`src/design/hdg_pkg.sv`:
```
// Shared constants, types and arctangent table builder for the compass heading block.
// Used by hdg_prenorm, hdg_cordic, hdg_scale and compass_heading_atan2; no dependencies.
`default_nettype none

package hdg_pkg;

    // Output format: degrees with FRACTION_BITS fraction bits
    localparam int unsigned FRACTION_BITS = 7;
    localparam int unsigned READING_W     = 16;
    localparam int unsigned BEARING_W     = 16;
    localparam int unsigned DATA_W        = 64;
    localparam int unsigned SHIFT_W       = 6;
    localparam int unsigned CORDIC_STEPS  = 60;

    // Normalised magnitude sits in [2^58, 2^59)
    localparam int unsigned NORM_MSB      = 58;

    // 360 degrees in output units
    localparam logic [BEARING_W-1:0] FULL_TURN = BEARING_W'(360 << FRACTION_BITS);

    // 2*pi in Q61 radians
    localparam logic [63:0] TWO_PI_Q61 = 64'hC90FDAA22168C234;

    // Control that travels alongside each item
    typedef struct packed {
        logic valid;
        logic zero;
    } hdg_ctrl_t;

    // Long division of a 64-bit value by a small integer, bit by bit
    function automatic logic [63:0] div_small(input logic [63:0] num, input int unsigned den);
        logic [63:0] q;
        logic [63:0] r;
        q = '0;
        r = '0;
        for (int b = 63; b >= 0; b--)
        begin
            r = {r[62:0], num[b]};
            if (r >= 64'(den))
            begin
                r    = r - 64'(den);
                q[b] = 1'b1;
            end
        end
        return q;
    endfunction

    // Q61 radians (below 2*pi) to a fraction of a full turn scaled by 2^64
    function automatic logic [63:0] rad_to_turn(input logic [63:0] a);
        logic [63:0] r;
        logic [63:0] q;
        logic        carry;
        r = a;
        q = '0;
        for (int b = 0; b < 64; b++)
        begin
            carry = r[63];
            r     = r << 1;
            q     = q << 1;
            if (carry || (r >= TWO_PI_Q61))
            begin
                r    = r - TWO_PI_Q61;
                q[0] = 1'b1;
            end
        end
        return q;
    endfunction

    // atan(2^-idx) in units of 2^-64 of a turn, from the arctangent series
    function automatic logic [63:0] turn_angle(input int unsigned idx);
        logic [63:0] sum;
        logic [63:0] term;
        logic        add;
        sum = '0;
        add = 1'b1;
        if (idx == 0)
        begin
            return 64'd1 << 61;
        end
        for (int unsigned k = 1; idx * k <= 61; k += 2)
        begin
            term = div_small(64'd1 << (61 - idx * k), k);
            sum  = add ? (sum + term) : (sum - term);
            add  = ~add;
        end
        return rad_to_turn(sum);
    endfunction

endpackage

`default_nettype wire

```
`src/design/hdg_scale.sv`:
```
// Back end: turns the turn fraction into degrees, rounds half up and wraps
// 360 to 0. Three register stages: multiply, sum and round, wrap. Uses hdg_pkg.
`default_nettype none

module hdg_scale
(
    input  wire logic                                    clk,
    input  wire logic                                    rst_n,
    input  wire logic                                    en,
    input  wire hdg_pkg::hdg_ctrl_t                      ctrl_in,
    input  wire logic [hdg_pkg::DATA_W-1:0]              a_in,
    output hdg_pkg::hdg_ctrl_t                           ctrl_out,
    output logic      [hdg_pkg::BEARING_W-1:0]           bearing_out
);

    localparam int unsigned HW = hdg_pkg::DATA_W / 2;
    localparam int unsigned BW = hdg_pkg::BEARING_W;
    localparam int unsigned PW = HW + BW;
    localparam int unsigned SUM_W = PW + 1;

    // Stage 1: partial products of the high and low halves
    hdg_pkg::hdg_ctrl_t c1_reg;
    logic [PW-1:0]      ph1_reg;
    logic [PW-1:0]      pl1_reg;

    // Stage 2: sum with the rounding constant
    hdg_pkg::hdg_ctrl_t c2_reg;
    logic [SUM_W-1:0]   sum2_reg;
    logic [SUM_W-1:0]   sum2_next;

    // Stage 3: wrapped bearing
    hdg_pkg::hdg_ctrl_t c3_reg;
    logic [BW-1:0]      res3_reg;
    logic [BW-1:0]      res3_next;
    logic [SUM_W-HW-1:0] res_wide;

    always_comb
    begin
        sum2_next = SUM_W'(ph1_reg) + SUM_W'(pl1_reg >> HW) + (SUM_W'(1) << (HW-1));
    end

    // Drop the fraction, then force zero for a null vector or a full turn
    always_comb
    begin
        res_wide = sum2_reg[SUM_W-1:HW];
        if (c2_reg.zero || (res_wide >= (SUM_W-HW)'(hdg_pkg::FULL_TURN)))
        begin
            res3_next = '0;
        end
        else
        begin
            res3_next = res_wide[BW-1:0];
        end
    end

    always_ff @(posedge clk or negedge rst_n)
    begin
        if (!rst_n)
        begin
            c1_reg <= '0;
            c2_reg <= '0;
            c3_reg <= '0;
        end
        else if (en)
        begin
            c1_reg <= ctrl_in;
            c2_reg <= c1_reg;
            c3_reg <= c2_reg;
        end
    end

    always_ff @(posedge clk)
    begin
        if (en)
        begin
            ph1_reg  <= PW'(a_in[2*HW-1:HW]) * PW'(hdg_pkg::FULL_TURN);
            pl1_reg  <= PW'(a_in[HW-1:0]) * PW'(hdg_pkg::FULL_TURN);
            sum2_reg <= sum2_next;
            res3_reg <= res3_next;
        end
    end

    assign ctrl_out    = c3_reg;
    assign bearing_out = res3_reg;

endmodule

`default_nettype wire

```
`config.mk`:
```
export PLATFORM = sky130hd
export DESIGN_NAME = hdg_scale
export DESIGN_NICKNAME = d
export VERILOG_FILES = /design/src/design/hdg_pkg.sv /design/src/design/hdg_scale.sv
export SDC_FILE = /design/constraint.sdc
export NUM_CORES = 1
export LEC_CHECK = 0
export ABC_AREA = 1
export BUFFER_PORTS_ARGS = -buffer_cell sky130_fd_sc_hd__buf_2
export CAP_MARGIN = 15
export CORE_ASPECT_RATIO = 0.75
export CORE_UTILIZATION = 44
export DETAILED_ROUTE_END_ITERATION = 10
export MAX_ROUTING_LAYER = met4
export PLACE_DENSITY_LB_ADDON = 0.25
export SYNTH_ARGS = -nofsm -noshare
export SYNTH_HDL_FRONTEND = slang
export SYNTH_SLANG_ARGS = --single-unit
export TNS_END_PERCENT = 5
```
`constraint.sdc`:
```
create_clock -name clk -period 2.01 [get_ports clk]
set_input_delay 0.402 -clock clk [delete_from_list [all_inputs] [get_ports clk]]
set_output_delay 0.402 -clock clk [all_outputs]
set_load 0.01 [all_outputs]
```
==> results.ini <==
[timing]
final_hold_violations=0
layout_min_cycle_time_ns=3.04
fmaxAchievable_mhz=329
setup_viol=39
post-route-period-util_pct=151
setup_slack_ns=-1.03
finalClockSkew_ns=0.00771
timing_max_transition_violations_final=0
finalHoldWorstSlack_ns=0.261
timing.max_slew.rel_slack_pct=70.6
worst_tran_pin_value_ns=0.437
rsz0062_at_grt=yes

[floorplan]
starting_density_pct=45.0
rows=51
floorplan.core_area_um2=26100
die_width_um=191
die_area_um2=27300
num_io_pins=87
die-height_um=143

[global_route]
number_of_global_route_vias_before_repair=10100
grt_remaining_overflow=0
initial_antenna_violation_count=0
grt_first_pass_wirelength_um=49400
grt_start_max_net_pins=36
all_layer_global_routing_usage_pct=23.4

[layout]
drive_gt1_share_pct=36.8
stdcell_count=2196
most-common-layout-cells=sky130_fd_sc_hd__inv_1 (345), sky130_fd_sc_hd__nand2_1 (244), sky130_fd_sc_hd__buf_4 (229), sky130_fd_sc_hd__ha_4 (103), sky130_fd_sc_hd__nor2_1 (93)
nNetsFinal=2178
n_antenna_cell=0
layout.filler_cells=2140
areaGrowthSynthToFinish_pct=45.4
final_area_um2=17100
multi_input_comb_area_um2=10100
layout.cells.most_common=sky130_fd_sc_hd__inv_1
layout.area.seq_um2=2460
largest_reg_flops=38

[cts]
clock_pin_slew_worst_setup_and_hold_paths_ns=0.06
total_clock_buffers_created_by_cts=9
tritoncts=built
clock_tree.htree_level_count=3
cts-root-buf=sky130_fd_sc_hd__clkbuf_16
sinks_on_the_clock_net=83
cts.path.max_buffers=2
clk-insertion-delay-late_ns=0.34

[detailed_routing]
drt_iter0_drc=516
routed_wl_um=31300
vias_per_cell=4.82
drc=0
wl_per_cell_um=14.3
drt_pass1_iterations=6
route.antenna.remaining_nets=0
routed-via-count=10600

[synth]
postSynthRegisterBits=83
yosysWarningCount=0
synthDistinctLibCells=39
synth-seq-area-share_pct=21.0
synthCells=1521
synth_area_um2=11700
synth_fp_nets=1852
avgSynthCellArea_um2=7.72

[worst_hold_path]
holdCritPathClass=input port to flip-flop

[worst_setup_path]
timing.critical_path.to_type=flip-flop
worstPathMaxFanout=4
crit_required_ns=2.10
critical_path_arrival_ns=3.13
worst-setup-path-type=input port to flip-flop
startpoint_type=input port

[power]
reported_leakage_power_nw=8.27
worst_ir_drop_vdd_uv=590
power.density_cell_area_nw_per_um2=1150

[place]
place.detailed.hpwl_um=25900
placed_cells=2165
dpl-instance-area_um2=14900
place.gp.congestion=0.934
place.port_buffers=86

[status]
failed_checks=setup timing
run_status=finished, violations left

[flow_run]
max_cap_violations=0

## through the flow
stage          power, mW  setup WS (ns)  util, %  TNS, ns
6_report            19.7          -1.03     65.4   -33.90
5_1_grt             21.3          -1.16     65.4   -37.81
4_1_cts             17.8         -0.974     61.0   -33.50
3_5_place_dp        15.0          -1.58     57.0   -51.60
3_3_place_gp        14.8          -1.47     57.0   -50.09
2_1_floorplan       10.6          -1.02        -   -34.54
## critical path, cell delays in order
cell and delay (ns):
sky130_fd_sc_hd__buf_2 0.14, sky130_fd_sc_hd__ha_4 0.26, sky130_fd_sc_hd__xor2_1 0.15, sky130_fd_sc_hd__ha_1 0.30
sky130_fd_sc_hd__inv_1 0.07, sky130_fd_sc_hd__fa_1 0.53, sky130_fd_sc_hd__inv_1 0.08, sky130_fd_sc_hd__ha_4 0.28
sky130_fd_sc_hd__a21oi_2 0.19, sky130_fd_sc_hd__o21ai_2 0.11, sky130_fd_sc_hd__nor2_1 0.17, sky130_fd_sc_hd__o21ai_4 0.11
sky130_fd_sc_hd__a21oi_2 0.17, sky130_fd_sc_hd__inv_1 0.05, sky130_fd_sc_hd__nand2_1 0.05, sky130_fd_sc_hd__nand2_1 0.07
## final timing paths
check	depth (start not counted)	startpoint	to	slack, ns
worst min register to register	1	c2_reg[1]	ctrl_out[1]	0.51
min in group asynchronous	2	rst_n	c2_reg[1]	0.40
worst max-delay path	16	a_in[41]	ph1_reg[35]	-1.03
max in group asynchronous	2	rst_n	c1_reg[0]	1.47
worst max register to register	9	pl1_reg[47]	sum2_reg[42]	0.11
worst min-delay path	3	ctrl_in[1]	c1_reg[1]	0.26
## cells in the mapped netlist, drive strengths merged
library cell	instances	area [um^2]
xnor2	18	158
nor3b	1	7.51
a21oi	104	536
a211oi	2	15.0
buf	1	5.00
and2	1	6.26
mux2	2	22.5
a22oi	1	7.51
clkbuf	1	3.75
nor2	127	489
or2	1	6.26
nor4	5	31.3
edfxtp	77	2310
a21o	9	67.6
nand3b	7	52.6
dfrtp	6	150
a21boi	2	15.0
nor3	25	145
o21ai	40	208
inv	384	1440
nand4	24	150
nand2	303	1160
clkinv	1	3.75
o21a	5	37.5
nand3	66	340
a31oi	3	18.8
o21bai	11	93.8
xor2	32	280
ha	169	2110
fa	93	1860
## logic make-up (layout without fill, tap and decap cells)
group / Yosys count / in the layout / synth area share [%]
multiplexers: 2 / 2 / 0.192
AO/OA/AOI/OAI: 177 / 177 / 8.50
flip-flops: 83 / 83 / 21.0
AND/OR/NAND/NOR: 560 / 560 / 20.3
adder cells (fa/ha/maj): 262 / 262 / 33.9
buffers and inverters: 387 / 718 / 12.4
XOR/XNOR: 50 / 50 / 3.73
## metal layers
layer	vias up	routed length, um	global-route usage (%)
met5	-	0	-
met4	0	225	3.28
met3	20	1510	2.98
met2	222	13300	33.5
met1	4873	16300	35.7
li1	5468	-	-
## where the power goes
part / internal, mW / switching [mW] / total, mW
clock: 0.961 / 0.693 / 1.65
sequential: 2.77 / 0.408 / 3.18
combinational: 6.78 / 8.09 / 14.9
## timing repair
action / 4_1_cts / 5_1_grt
setup buffers: 6 / 8
hold buffers: 1 / 0
resized for setup: 134 / 210
setup endpoints to repair: 41 / 52
pin swaps: 59 / 121
endpoints found under the hold margin: 6 / 0
## final cells by class
| type | instances | area share (%) |
|---|---|---|
| Clock buffer | 11 | 1.55 |
| Clock inverter | 5 | 0.249 |
| Inverter | 385 | 8.54 |
| Multi-Input combinational cell | 1051 | 59.1 |
| Sequential cell | 83 | 14.4 |
| Tap cell | 344 | 2.52 |
| Timing Repair Buffer | 317 | 13.6 |
(Power assumes the default switching activity.)
