--- config.mk ---
export PLATFORM = sky130hd
export DESIGN_NAME = hdg_prenorm
export DESIGN_NICKNAME = d
export VERILOG_FILES = /design/src/design/hdg_pkg.sv /design/src/design/hdg_prenorm.sv
export SDC_FILE = /design/constraint.sdc
export NUM_CORES = 1
export LEC_CHECK = 0
export ABC_AREA = 0
export BUFFER_PORTS_ARGS = -buffer_cell sky130_fd_sc_hd__buf_2
export CAP_MARGIN = 20
export CORE_AREA = 2 2 133 135
export DETAILED_ROUTE_END_ITERATION = 7
export DIE_AREA = 0 0 135 137
export PLACE_DENSITY_LB_ADDON = 0.12
export REMOVE_ABC_BUFFERS = 1
export SYNTH_ARGS = -nofsm -noshare
export SYNTH_HDL_FRONTEND = slang
export SYNTH_SLANG_ARGS = --single-unit
--- constraint.sdc ---
create_clock -name clk -period 12.75 [get_ports clk]
set_input_delay 1.275 -clock clk [delete_from_list [all_inputs] [get_ports clk]]
set_output_delay 1.275 -clock clk [all_outputs]
set_load 0.1 [all_outputs]
--- src/design/hdg_pkg.sv ---
// Shared constants, types and arctangent table builder for the compass heading block.
// Used by hdg_prenorm, hdg_cordic, hdg_scale and compass_heading_atan2; no dependencies.
`default_nettype none

package hdg_pkg;

    // Output format: degrees with FRACTION_BITS fraction bits
    localparam int unsigned FRACTION_BITS = 7;
    localparam int unsigned READING_W     = 16;
    localparam int unsigned BEARING_W     = 16;
    localparam int unsigned DATA_W        = 64;
    localparam int unsigned SHIFT_W       = 6;
    localparam int unsigned CORDIC_STEPS  = 60;

    // Normalised magnitude sits in [2^58, 2^59)
    localparam int unsigned NORM_MSB      = 58;

    // 360 degrees in output units
    localparam logic [BEARING_W-1:0] FULL_TURN = BEARING_W'(360 << FRACTION_BITS);

    // 2*pi in Q61 radians
    localparam logic [63:0] TWO_PI_Q61 = 64'hC90FDAA22168C234;

    // Control that travels alongside each item
    typedef struct packed {
        logic valid;
        logic zero;
    } hdg_ctrl_t;

    // Long division of a 64-bit value by a small integer, bit by bit
    function automatic logic [63:0] div_small(input logic [63:0] num, input int unsigned den);
        logic [63:0] q;
        logic [63:0] r;
        q = '0;
        r = '0;
        for (int b = 63; b >= 0; b--)
        begin
            r = {r[62:0], num[b]};
            if (r >= 64'(den))
            begin
                r    = r - 64'(den);
                q[b] = 1'b1;
            end
        end
        return q;
    endfunction

    // Q61 radians (below 2*pi) to a fraction of a full turn scaled by 2^64
    function automatic logic [63:0] rad_to_turn(input logic [63:0] a);
        logic [63:0] r;
        logic [63:0] q;
        logic        carry;
        r = a;
        q = '0;
        for (int b = 0; b < 64; b++)
        begin
            carry = r[63];
            r     = r << 1;
            q     = q << 1;
            if (carry || (r >= TWO_PI_Q61))
            begin
                r    = r - TWO_PI_Q61;
                q[0] = 1'b1;
            end
        end
        return q;
    endfunction

    // atan(2^-idx) in units of 2^-64 of a turn, from the arctangent series
    function automatic logic [63:0] turn_angle(input int unsigned idx);
        logic [63:0] sum;
        logic [63:0] term;
        logic        add;
        sum = '0;
        add = 1'b1;
        if (idx == 0)
        begin
            return 64'd1 << 61;
        end
        for (int unsigned k = 1; idx * k <= 61; k += 2)
        begin
            term = div_small(64'd1 << (61 - idx * k), k);
            sum  = add ? (sum + term) : (sum - term);
            add  = ~add;
        end
        return rad_to_turn(sum);
    endfunction

endpackage

`default_nettype wire

--- src/design/hdg_prenorm.sv ---
// Front end: registers the reading, finds the normalising shift, folds the
// left half-plane and shifts X and Y up. Three register stages. Uses hdg_pkg.
`default_nettype none

module hdg_prenorm
(
    input  wire logic                                    clk,
    input  wire logic                                    rst_n,
    input  wire logic                                    en,
    input  wire logic                                    in_valid,
    input  wire logic signed [hdg_pkg::READING_W-1:0]    x_in,
    input  wire logic signed [hdg_pkg::READING_W-1:0]    y_in,
    output hdg_pkg::hdg_ctrl_t                           ctrl_out,
    output logic signed [hdg_pkg::DATA_W-1:0]            x_out,
    output logic signed [hdg_pkg::DATA_W-1:0]            y_out,
    output logic        [hdg_pkg::DATA_W-1:0]            a_out
);

    localparam int unsigned RW = hdg_pkg::READING_W;
    localparam int unsigned DW = hdg_pkg::DATA_W;
    localparam int unsigned SW = hdg_pkg::SHIFT_W;

    // Stage 1: captured reading
    logic                 v1_reg;
    logic signed [RW-1:0] x1_reg;
    logic signed [RW-1:0] y1_reg;

    // Stage 2: magnitudes, shift count, folded Y
    hdg_pkg::hdg_ctrl_t   c2_reg;
    hdg_pkg::hdg_ctrl_t   c2_next;
    logic [RW-1:0]        ax2_reg;
    logic [RW-1:0]        ax2_next;
    logic signed [RW:0]   yn2_reg;
    logic signed [RW:0]   yn2_next;
    logic [SW-1:0]        s2_reg;
    logic [SW-1:0]        s2_next;
    logic                 neg2_reg;

    // Stage 3: shifted vector and starting angle
    hdg_pkg::hdg_ctrl_t   c3_reg;
    logic signed [DW-1:0] x3_reg;
    logic signed [DW-1:0] x3_next;
    logic signed [DW-1:0] y3_reg;
    logic signed [DW-1:0] y3_next;
    logic [DW-1:0]        a3_reg;
    logic [DW-1:0]        a3_next;

    logic signed [RW:0]   xe;
    logic signed [RW:0]   ye;
    logic signed [RW:0]   ax17;
    logic signed [RW:0]   ay17;
    logic [RW-1:0]        ay;
    logic [RW-1:0]        mag;
    logic [3:0]           msb;

    // Absolute values, larger magnitude and its leading one
    always_comb
    begin
        xe       = {x1_reg[RW-1], x1_reg};
        ye       = {y1_reg[RW-1], y1_reg};
        ax17     = x1_reg[RW-1] ? -xe : xe;
        ay17     = y1_reg[RW-1] ? -ye : ye;
        ax2_next = ax17[RW-1:0];
        ay       = ay17[RW-1:0];
        mag      = (ax2_next > ay) ? ax2_next : ay;
        msb      = '0;
        for (int b = 0; b < RW; b++)
        begin
            if (mag[b])
            begin
                msb = 4'(b);
            end
        end
        s2_next       = SW'(hdg_pkg::NORM_MSB) - {2'b00, msb};
        // a vector in the left half-plane is turned by half a turn: negate Y
        yn2_next      = x1_reg[RW-1] ? -ye : ye;
        c2_next.valid = v1_reg;
        c2_next.zero  = (x1_reg == '0) && (y1_reg == '0);
    end

    // Shift both components up to the normalised range
    always_comb
    begin
        x3_next = DW'(ax2_reg) << s2_reg;
        y3_next = {{(DW-RW-1){yn2_reg[RW]}}, yn2_reg} << s2_reg;
        a3_next = neg2_reg ? (DW'(1) << (DW-1)) : '0;
    end

    // Advance the control through all three stages
    always_ff @(posedge clk or negedge rst_n)
    begin
        if (!rst_n)
        begin
            v1_reg <= 1'b0;
            c2_reg <= '0;
            c3_reg <= '0;
        end
        else if (en)
        begin
            v1_reg <= in_valid;
            c2_reg <= c2_next;
            c3_reg <= c2_reg;
        end
    end

    // Advance the payload
    always_ff @(posedge clk)
    begin
        if (en)
        begin
            x1_reg   <= x_in;
            y1_reg   <= y_in;
            ax2_reg  <= ax2_next;
            yn2_reg  <= yn2_next;
            s2_reg   <= s2_next;
            neg2_reg <= x1_reg[RW-1];
            x3_reg   <= x3_next;
            y3_reg   <= y3_next;
            a3_reg   <= a3_next;
        end
    end

    assign ctrl_out = c3_reg;
    assign x_out    = x3_reg;
    assign y_out    = y3_reg;
    assign a_out    = a3_reg;

endmodule

`default_nettype wire

==> results.json <==
{
  "fin_tns_setup_ns": 0,
  "switchingPower_mw": 1.03,
  "port_buffers": 102,
  "crit_type": "reg2reg",
  "p_per_area_nw_per_um2": 220,
  "maxCapViolCount": 0,
  "insertedDiodeCount": 0,
  "clk_latency_ns": 0.43,
  "cp_max_fo": 10,
  "cts_resized": 0,
  "grt_antenna_before_repair": 0,
  "clk_pin_slew_ns": 0.06,
  "finalMaxSlewViolations": 0,
  "wl_per_cell_um": 14.9,
  "yosysUniqueCellTypes": 69,
  "detail_route.first_pass.iterations": 5,
  "combPwrFrac_pct": 47.0,
  "grt_pass1_vias": 5587,
  "die_w_um": 135,
  "intPower_mw": 1.17,
  "sw_frac_of_total_pct": 46.9,
  "final_nets": 1038,
  "p_leak_nw": 4.16,
  "drc_errors": 0,
  "synth_seq_cells": 141,
  "num_rows": 48,
  "initial_core_util_pct": 54.3,
  "ant_nets": 0,
  "htree_levels": 4,
  "postCtsSetupRepairBufs": 0,
  "crit_path_top_delay_cell": "or3b_2",
  "setup_viol": 0,
  "num-fill-cells": 1496,
  "crit_top_cell": "ha_1",
  "via_count": 6336,
  "routed_wl_um": 18200,
  "worstPathCellList": "inv_1 > ha_1 > or3b_2 > o41ai_1 > xor2_1 > ha_1 > a21oi_1 > nand2_1 > a221oi_1 > o211ai_1 > and2_1 > a2111oi_0 > o21ai_1 > o31ai_1 > nor3_1 > ha_1 > xnor2_1",
  "cts-root-buf": "clkbuf_16",
  "hold_viol_final": 0,
  "status": "finished, final reports clean",
  "area_growth_pct": 8.44,
  "via_per_inst": 5.19,
  "min_period_over_period_pct": 37.7,
  "numCtsBuffers": 17,
  "clock_path_buffers": 2,
  "critPathCaptureType": "flip-flop",
  "power_mw": 2.20,
  "place_congestion": 0.923,
  "hp-class": "reg2reg",
  "synthTopCellsByCount": "136 x edfxtp_1, 127 x buf_4, 80 x nor2_1",
  "grt_pass1_wl_um": 29100,
  "startpoint_type": "flip-flop",
  "synthCells": 911,
  "drive_above_1_share_pct": 18.6,
  "place_inst": 1187,
  "synth_top_cell_area_share_pct": 44.1,
  "cpPeakStageDelay_ns": 0.58,
  "die-area_um2": 18500,
  "yosys.area.top_type": "edfxtp_1",
  "p_seq_share_pct": 29.6,
  "ir_worst_vdd_mv": 0.144,
  "yosysMostFrequentCell": "edfxtp_1",
  "fin_skew_ns": 0.00928,
  "synth_area_leaders": "edfxtp_1 44%, buf_4 10%, mux2i_1 4.3%",
  "core_um2": 17100,
  "max_slew_margin_pct": 30.5,
  "fmax_mhz": 208,
  "clkPwrFrac_pct": 23.4,
  "grtUsageTotal_pct": 19.9,
  "period_needed_ns": 4.80,
  "synth_area_per_cell_um2": 10.2,
  "grt_max_degree": 83,
  "finalNonFillerCells": 1220,
  "worst_pin_slew_ns": 1.04,
  "seq_area_frac_synth_pct": 45.5,
  "ctsHoldBuffers": 0,
  "ys_async_sr_fraction_pct": 3.55,
  "yosys_warnings": 0,
  "rsz0062_at_grt": "no",
  "dieHeight_um": 137,
  "ios": 230,
  "arrival_ns": 4.97,
  "netlist_area_um2": 9260,
  "overflow": 0,
  "tritoncts": "done",
  "ys_dominant_reg_cell": "edfxtp_1",
  "synth_edf_count": 136,
  "clkSinkCount": 141,
  "first_iter_violations": 633,
  "hpwl_um": 13300,
  "worstPathRequired_ns": 12.92
}
through the flow:
step | area, um2 | hold WS (ns) | worst slack (ns) | util (%)
3_5_place_dp | 9390 | 0.406 | 8.01 | 55.1
5_1_grt | 10000 | 0.446 | 7.46 | 58.8
3_3_place_gp | 9390 | 0.403 | 8.18 | 55.1
2_1_floorplan | 8550 | 0.400 | 8.49 | -
6_report | 10000 | 0.417 | 7.95 | 58.8
4_1_cts | 10000 | 0.421 | 7.98 | 58.8
layout make-up:
cell class                 count  area [um2]  area share, %
multi-input combinational    683        4230           42.1
sequential                   141        4210           41.9
timing repair buffer         109         577           5.75
clock buffer                  20         467           4.65
tap                          225         282           2.81
clock inverter                12         161           1.61
inverter                      30         113           1.12
routing by layer:
metal | part of all wire, % | GRT usage (%) | vias to the layer above
li1 | - | - | 3174
met1 | 47 | 29.0 | 2922
met2 | 46 | 30.3 | 215
met3 | 5.3 | 3.41 | 25
met4 | 1.5 | 6.48 | 0
met5 | 0 | 0 | -
cells in the final DEF, fill, tap and decap left out, types with 7 or more instances in the layout:
cell type,instances
mux2i_1,40
nand3_1,14
inv_1,27
xnor2_1,30
xor2_1,11
o21ai_0,46
nor2b_1,8
conb_1,127
a21oi_1,48
buf_2,101
ha_1,20
nor2_1,80
o31ai_1,12
or3_1,7
edfxtp_1,136
o22ai_1,18
nor3_1,8
nand2_1,78
a211oi_1,11
clkbuf_16,17
mux4_2,8
mux2_2,22
cells by family after synthesis:
group	Yosys count	synth area share (%)
AO/OA/AOI/OAI	185	13.0
XOR/XNOR	41	3.88
adder cells (fa/ha/maj)	20	2.70
buffers and inverters	213	14.0
flip-flops	141	45.5
multiplexers	70	8.95
other	1	0.0405
AND/OR/NAND/NOR	240	12.0
worst max-delay path, delay by kind of cell, from the launching register on:
family	cells	cell delay, ns
AO/OA/AOI/OAI	7	1.59
XOR/XNOR	2	0.45
adder cells (fa/ha/maj)	3	0.88
buffers and inverters	1	0.13
flip-flops	1	0.50
AND/OR/NAND/NOR	4	1.00
final timing paths:
kind                           start         to  slack (ns)  cells after the start
min                         neg2_reg  a_out[63]        0.42                      0
min reg2reg                 neg2_reg  a_out[63]        0.42                      0
max reg2reg                y1_reg[1]  s2_reg[2]        7.95                     17
min in group asynchronous      rst_n  c2_reg[0]        0.65                      1
max in group asynchronous      rst_n  c2_reg[1]       11.98                      1
max                        y1_reg[1]  s2_reg[2]        7.95                     17
power groups by stage:
stage	sequential, mW	clock [mW]	combinational (mW)
final	0.652	0.516	1.04
after floorplan	1.00	0	0.523
after global placement	0.666	0	1.02
after CTS	0.658	0.525	1.03
after detailed placement	0.667	0	1.02
after global routing	0.662	0.546	1.11
Note: power is estimated with default switching activity, not from simulation.
